**config.mk**
```make
export PLATFORM = sky130hd
export DESIGN_NAME = cla_match_unit
export DESIGN_NICKNAME = d
export VERILOG_FILES = /design/src/sv/cla_pkg.sv /design/src/sv/cla_match_unit.sv
export SDC_FILE = /design/constraint.sdc
export NUM_CORES = 1
export LEC_CHECK = 0
export ABC_CLOCK_PERIOD_IN_PS = 2200
export BUFFER_PORTS_ARGS = -buffer_cell sky130_fd_sc_hd__clkbuf_2
export CAP_MARGIN = 25
export CORE_AREA = 2 2 405 407
export CTS_CLUSTER_SIZE = 16
export DETAILED_ROUTE_END_ITERATION = 10
export DIE_AREA = 0 0 407 409
export PLACE_DENSITY = 0.3
export SKIP_LAST_GASP = 1
export SLEW_MARGIN = 20
export SYNTH_ARGS = -nofsm -noshare
export SYNTH_HDL_FRONTEND = slang
export SYNTH_SLANG_ARGS = --single-unit
```
**constraint.sdc**
```tcl
create_clock -name aclk -period 2.2 [get_ports aclk]
set_input_delay 0.55 -clock aclk [delete_from_list [all_inputs] [get_ports aclk]]
set_output_delay 0.55 -clock aclk [all_outputs]
set_load 0.05 [all_outputs]
```
**src/sv/cla_pkg.sv**
```systemverilog
// Shared types and constants for the contact logic array evaluator.
// Holds the beat payload structs, control state encoding and opcode codes.
// No dependencies; imported by every module of the block.
package cla_pkg;

    localparam int WORD_W    = 64;
    localparam int LANE_W    = 2 * WORD_W;   // one word of mask and one of result
    localparam int COUNT_W   = 9;
    localparam int BIT_POS_W = 6;            // bit position within a status word

    // opcodes of the input beat
    localparam logic [2:0] OP_WRITE_CIRCUIT = 3'd0;
    localparam logic [2:0] OP_SET_BIT       = 3'd1;
    localparam logic [2:0] OP_CLEAR_BIT     = 3'd2;
    localparam logic [2:0] OP_CORRECT_WORD  = 3'd3;
    localparam logic [2:0] OP_RECALCULATE   = 3'd4;

    // table select codes
    localparam logic TBL_PREPARE = 1'b0;
    localparam logic TBL_MAIN    = 1'b1;

    // configuration register indexes
    localparam logic [0:0] CFG_PREPARE_COUNT = 1'b0;
    localparam logic [0:0] CFG_MAIN_COUNT    = 1'b1;

    typedef struct packed {
        logic [2:0]        opcode;
        logic              table_select;
        logic [7:0]        entry_index;
        logic [1:0]        word_select;
        logic [7:0]        bit_index;
        logic [WORD_W-1:0] first_word;
        logic [WORD_W-1:0] second_word;
    } cla_in_t;

    typedef struct packed {
        logic [WORD_W-1:0] result_word;
        logic [1:0]        word_number;
        logic              last_word;
        logic              was_pending;
    } cla_out_t;

    // control from the sequencer to the match unit
    typedef struct packed {
        logic clear;
        logic hit_en;
    } cla_match_ctrl_t;

    typedef enum logic [2:0] {
        ST_CLEAR,
        ST_IDLE,
        ST_PREP,
        ST_FOLD,
        ST_MAIN,
        ST_EMIT
    } cla_state_t;

endpackage

```
**src/sv/cla_match_unit.sv**
```systemverilog
// Shared match unit: tests one circuit row against a vector and accumulates.
// A circuit fires when its mask is a subset of the vector; results are ORed.
// Depends on cla_pkg for widths and the control struct.
module cla_match_unit #(
    parameter int LANES = 4
) (
    input  logic                                  aclk,
    input  cla_pkg::cla_match_ctrl_t              ctrl,
    input  logic [LANES-1:0][cla_pkg::WORD_W-1:0] vec,
    input  logic [LANES-1:0][cla_pkg::LANE_W-1:0] row,
    output logic [LANES-1:0][cla_pkg::WORD_W-1:0] acc
);
    import cla_pkg::*;

    logic [LANES-1:0][WORD_W-1:0] acc_reg;
    logic [LANES-1:0][WORD_W-1:0] acc_next;
    logic [LANES-1:0]             lane_ok;
    logic                         hit;

    // subset test per lane, then across lanes
    always_comb begin
        for (int l = 0; l < LANES; l++) begin
            lane_ok[l] = ((row[l][LANE_W-1:WORD_W] & ~vec[l]) == '0);
        end
        hit = &lane_ok;
    end

    // accumulate results of firing circuits
    always_comb begin
        acc_next = acc_reg;
        if (ctrl.clear) begin
            acc_next = '0;
        end else if (ctrl.hit_en && hit) begin
            for (int l = 0; l < LANES; l++) begin
                acc_next[l] = acc_reg[l] | row[l][WORD_W-1:0];
            end
        end
    end

    always_ff @(posedge aclk) begin
        acc_reg <= acc_next;
    end

    assign acc = acc_reg;

endmodule

```
==> qor.tcl <==
set qor(ys_seq_area_share_pct) 34.6
set qor(die_area_sq_um) 166000
set qor(yosys.area.top_type) {sky130_fd_sc_hd__dfxtp_1}
set qor(grt_use_total_pct) 12.4
set qor(synth_cells) 1502
set qor(kind_of_end_point_of_the_critical_path) {flop}
set qor(status) {finished with violations}
set qor(hp-class) {input pin to flop}
set qor(power_per_cell_area_nw_per_um2) 481
set qor(clkSlewWorstSetupHoldPaths_ns) 0.06
set qor(synth-async-reset-ratio_pct) 0
set qor(fill_cells) 18500
set qor(drt_pre_antenna_iters) 6
set qor(share_of_layout_cells_above_drive_strength_1_pct) 66.3
set qor(post-dp-hpwl_mm) 90.8
set qor(place.port_buffers) 1026
set qor(synth_enable_flop_cells) 0
set qor(syn-cell-area_sq_um) 14800
set qor(cp.required_ns) 2.70
set qor(grt_max_degree) 106
set qor(timing.max_slew.rel_slack_pct) 37.0
set qor(period_needed_ns) 2.60
set qor(flow.area_growth_from_synthesis_pct) 75.1
set qor(initial_utilization_pct) 9.14
set qor(tritoncts) {built}
set qor(grt_setup_unrepaired) {yes}
set qor(syn_avg_cell_area_sq_um) 9.85
set qor(placedCellCount) 4699
set qor(io_pins) 1027
set qor(clock_sink_total) 256
set qor(violations) {setup timing}
set qor(cap_violations) 0
set qor(total_drc_errors_in_the_routed_layout) 0
set qor(grt_antenna_before_repair) 55
set qor(inserted_clock_buffers) 39
set qor(post_synth_most_frequent_cells) {370 x sky130_fd_sc_hd__inv_1, 256 x sky130_fd_sc_hd__dfxtp_1, 240 x sky130_fd_sc_hd__nand3_2, 240 x sky130_fd_sc_hd__o22ai_2, 94 x sky130_fd_sc_hd__nand2b_1}
set qor(vias_per_cell) 3.21
set qor(clock.fmax_mhz) 384
set qor(largest_register_ffs) 256
set qor(clockRootBuffer) {sky130_fd_sc_hd__clkbuf_16}
set qor(core.rowCount) 148
set qor(mappedNetlistNets) 2273
set qor(htree_num_levels) 2
set qor(cellLeakagePower_nw) 9.62
set qor(multiInputGateArea_sq_um) 8170
set qor(final_slew_viol_count) 0
set qor(drt_iter0_markers) 688
set qor(globalRoute.totalOverflow) 0
set qor(finalSetupViolations) 256
set qor(dominantRegCellSynth) {sky130_fd_sc_hd__dfxtp_1}
set qor(yosysWarnings) 0
set qor(total_number_of_vias) 15500
set qor(total_power_w) 0.0125
set qor(worst_tran_pin_value_ns) 0.945
set qor(first_pass_grt_wire_length_mm) 142
set qor(place_congestion) 0.941
set qor(drt.antenna.violating_nets) 0
set qor(ys_seq_elements) 256
set qor(routed_wire_length_per_instance_um) 22.3
set qor(synth_most_common_cell) {sky130_fd_sc_hd__inv_1}
set qor(min_period_over_period_pct) 118
set qor(finalWirelength_mm) 107
set qor(horizontal_extent_of_the_die_um) 407
set qor(via_count_of_the_first_global_routing_pass) 16400
set qor(startpoint_type) {input pin}
set qor(post_synth_num_cell_types) 26
set qor(crit_fanout) 6
set qor(data_arrival_time_of_the_critical_path_ns) 3.10
set qor(power.ir.vdd_worst_mv) 0.395
set qor(timing_worst_setup_path_type) {input pin to flop}
set qor(timing.final.hold_violations) 0
set qor(ff_latch_area_sq_um) 5120
set qor(synth_area_leaders) {sky130_fd_sc_hd__dfxtp_1 35%, sky130_fd_sc_hd__o22ai_2 20%, sky130_fd_sc_hd__nand3_2 16%}
set qor(floorplan.core_area_sq_um) 162000
set qor(final.setup.worst_slack_ns) -0.405
set qor(stdcell_count) 4810
set qor(die_y_um) 409
set qor(clock_latency_ns) 0.56
set qor(cts_max_path_buffers) 3
set qor(finish.net_count) 3364
set qor(finalClockSkew_ns) 0
set qor(netlist.area_leader.share_pct) 34.6
cells by family after synthesis:
logic type	count (synthesis)	share of synthesized area [%]
AO/OA/AOI/OAI	336	25.4
buffers and inverters	485	16.0
flip-flops	256	34.6
AND/OR/NAND/NOR	425	24.0
worst max-delay path: stages:
cell and delay, ns:
sky130_fd_sc_hd__clkbuf_2 0.11, sky130_fd_sc_hd__nor2b_1 0.15, sky130_fd_sc_hd__a2111oi_2 0.40, sky130_fd_sc_hd__nand4_1 0.51, sky130_fd_sc_hd__nor4_4 0.41, sky130_fd_sc_hd__buf_4 0.18, sky130_fd_sc_hd__buf_8 0.11, sky130_fd_sc_hd__buf_12 0.13
sky130_fd_sc_hd__buf_16 0.16, sky130_fd_sc_hd__buf_12 0.12, sky130_fd_sc_hd__buf_16 0.11, sky130_fd_sc_hd__nand3_2 0.06, sky130_fd_sc_hd__o22ai_2 0.08
metrics by stage:
stage	setup TNS [ns]	utilization [%]	setup WS, ns	hold slack [ns]	instance area [sq um]
2_1_floorplan	-10.97	-	-0.0555	0.686	14800
3_3_place_gp	-926.95	14.2	-3.74	0.458	22900
3_5_place_dp	-382.70	14.2	-1.59	0.464	23000
4_1_cts	-103.29	15.7	-0.512	0.130	25500
5_1_grt	-91.46	16.0	-0.457	0.156	25900
6_report	-74.14	16.0	-0.405	0.206	25900
power breakdown:
group / internal, W / switching (W) / total [W]
combinational: 0.000694 / 0.000840 / 0.00153
clock: 0.00376 / 0.00255 / 0.00630
sequential: 0.00464 / 0.00000000000000000682 / 0.00464
area by class of cell:
class / count / area share, %
Multi-Input combinational cell: 761 / 31.5
Antenna cell: 14 / 0.135
Sequential cell: 256 / 19.8
Timing Repair Buffer: 1165 / 27.8
Clock buffer: 58 / 4.47
Clock inverter: 11 / 0.391
Inverter: 370 / 5.36
Tap cell: 2175 / 10.5
metal layers:
layer	global-route usage (%)	share of wire, %	vias up
li1	-	-	7348
met1	16.0	44	7227
met2	19.5	44	722
met3	4.92	10	111
met4	2.45	1.6	44
met5	0	0.27	-
path summary, 6_finish.rpt:
check / cells past startpoint / slack (ns) / endpoint / from
setup reg to reg: 2 / 1.36 / acc[54]$_SDFFE_PP0P_ / acc[54]$_SDFFE_PP0P_
hold / removal: 3 / 0.21 / acc[148]$_SDFFE_PP0P_ / row[276]
setup / recovery: 13 / -0.40 / acc[41]$_SDFFE_PP0P_ / row[239]
hold reg to reg: 2 / 0.47 / acc[51]$_SDFFE_PP0P_ / acc[51]$_SDFFE_PP0P_
timing repair:
action | in CTS | in global routing
gates resized for setup | 123 | 94
hold buffers | 0 | 0
pin swaps | 48 | 21
endpoints found under the setup margin | 256 | 256
buffers inserted | 20 | 6
cloned | 16 | 2
placed cells by master, fill, tap and decap left out, drive strengths merged, types with 8 or more instances in the layout:
cell / n
clkbuf: 1084
inv: 371
o22ai: 284
dfxtp: 256
nand3: 256
buf: 138
nand2b: 94
nor2b: 48
o2111ai: 31
a2111oi: 16
diode: 14
nor4: 12
nand4: 8
clkinv: 8
(Power assumes the default switching activity.)
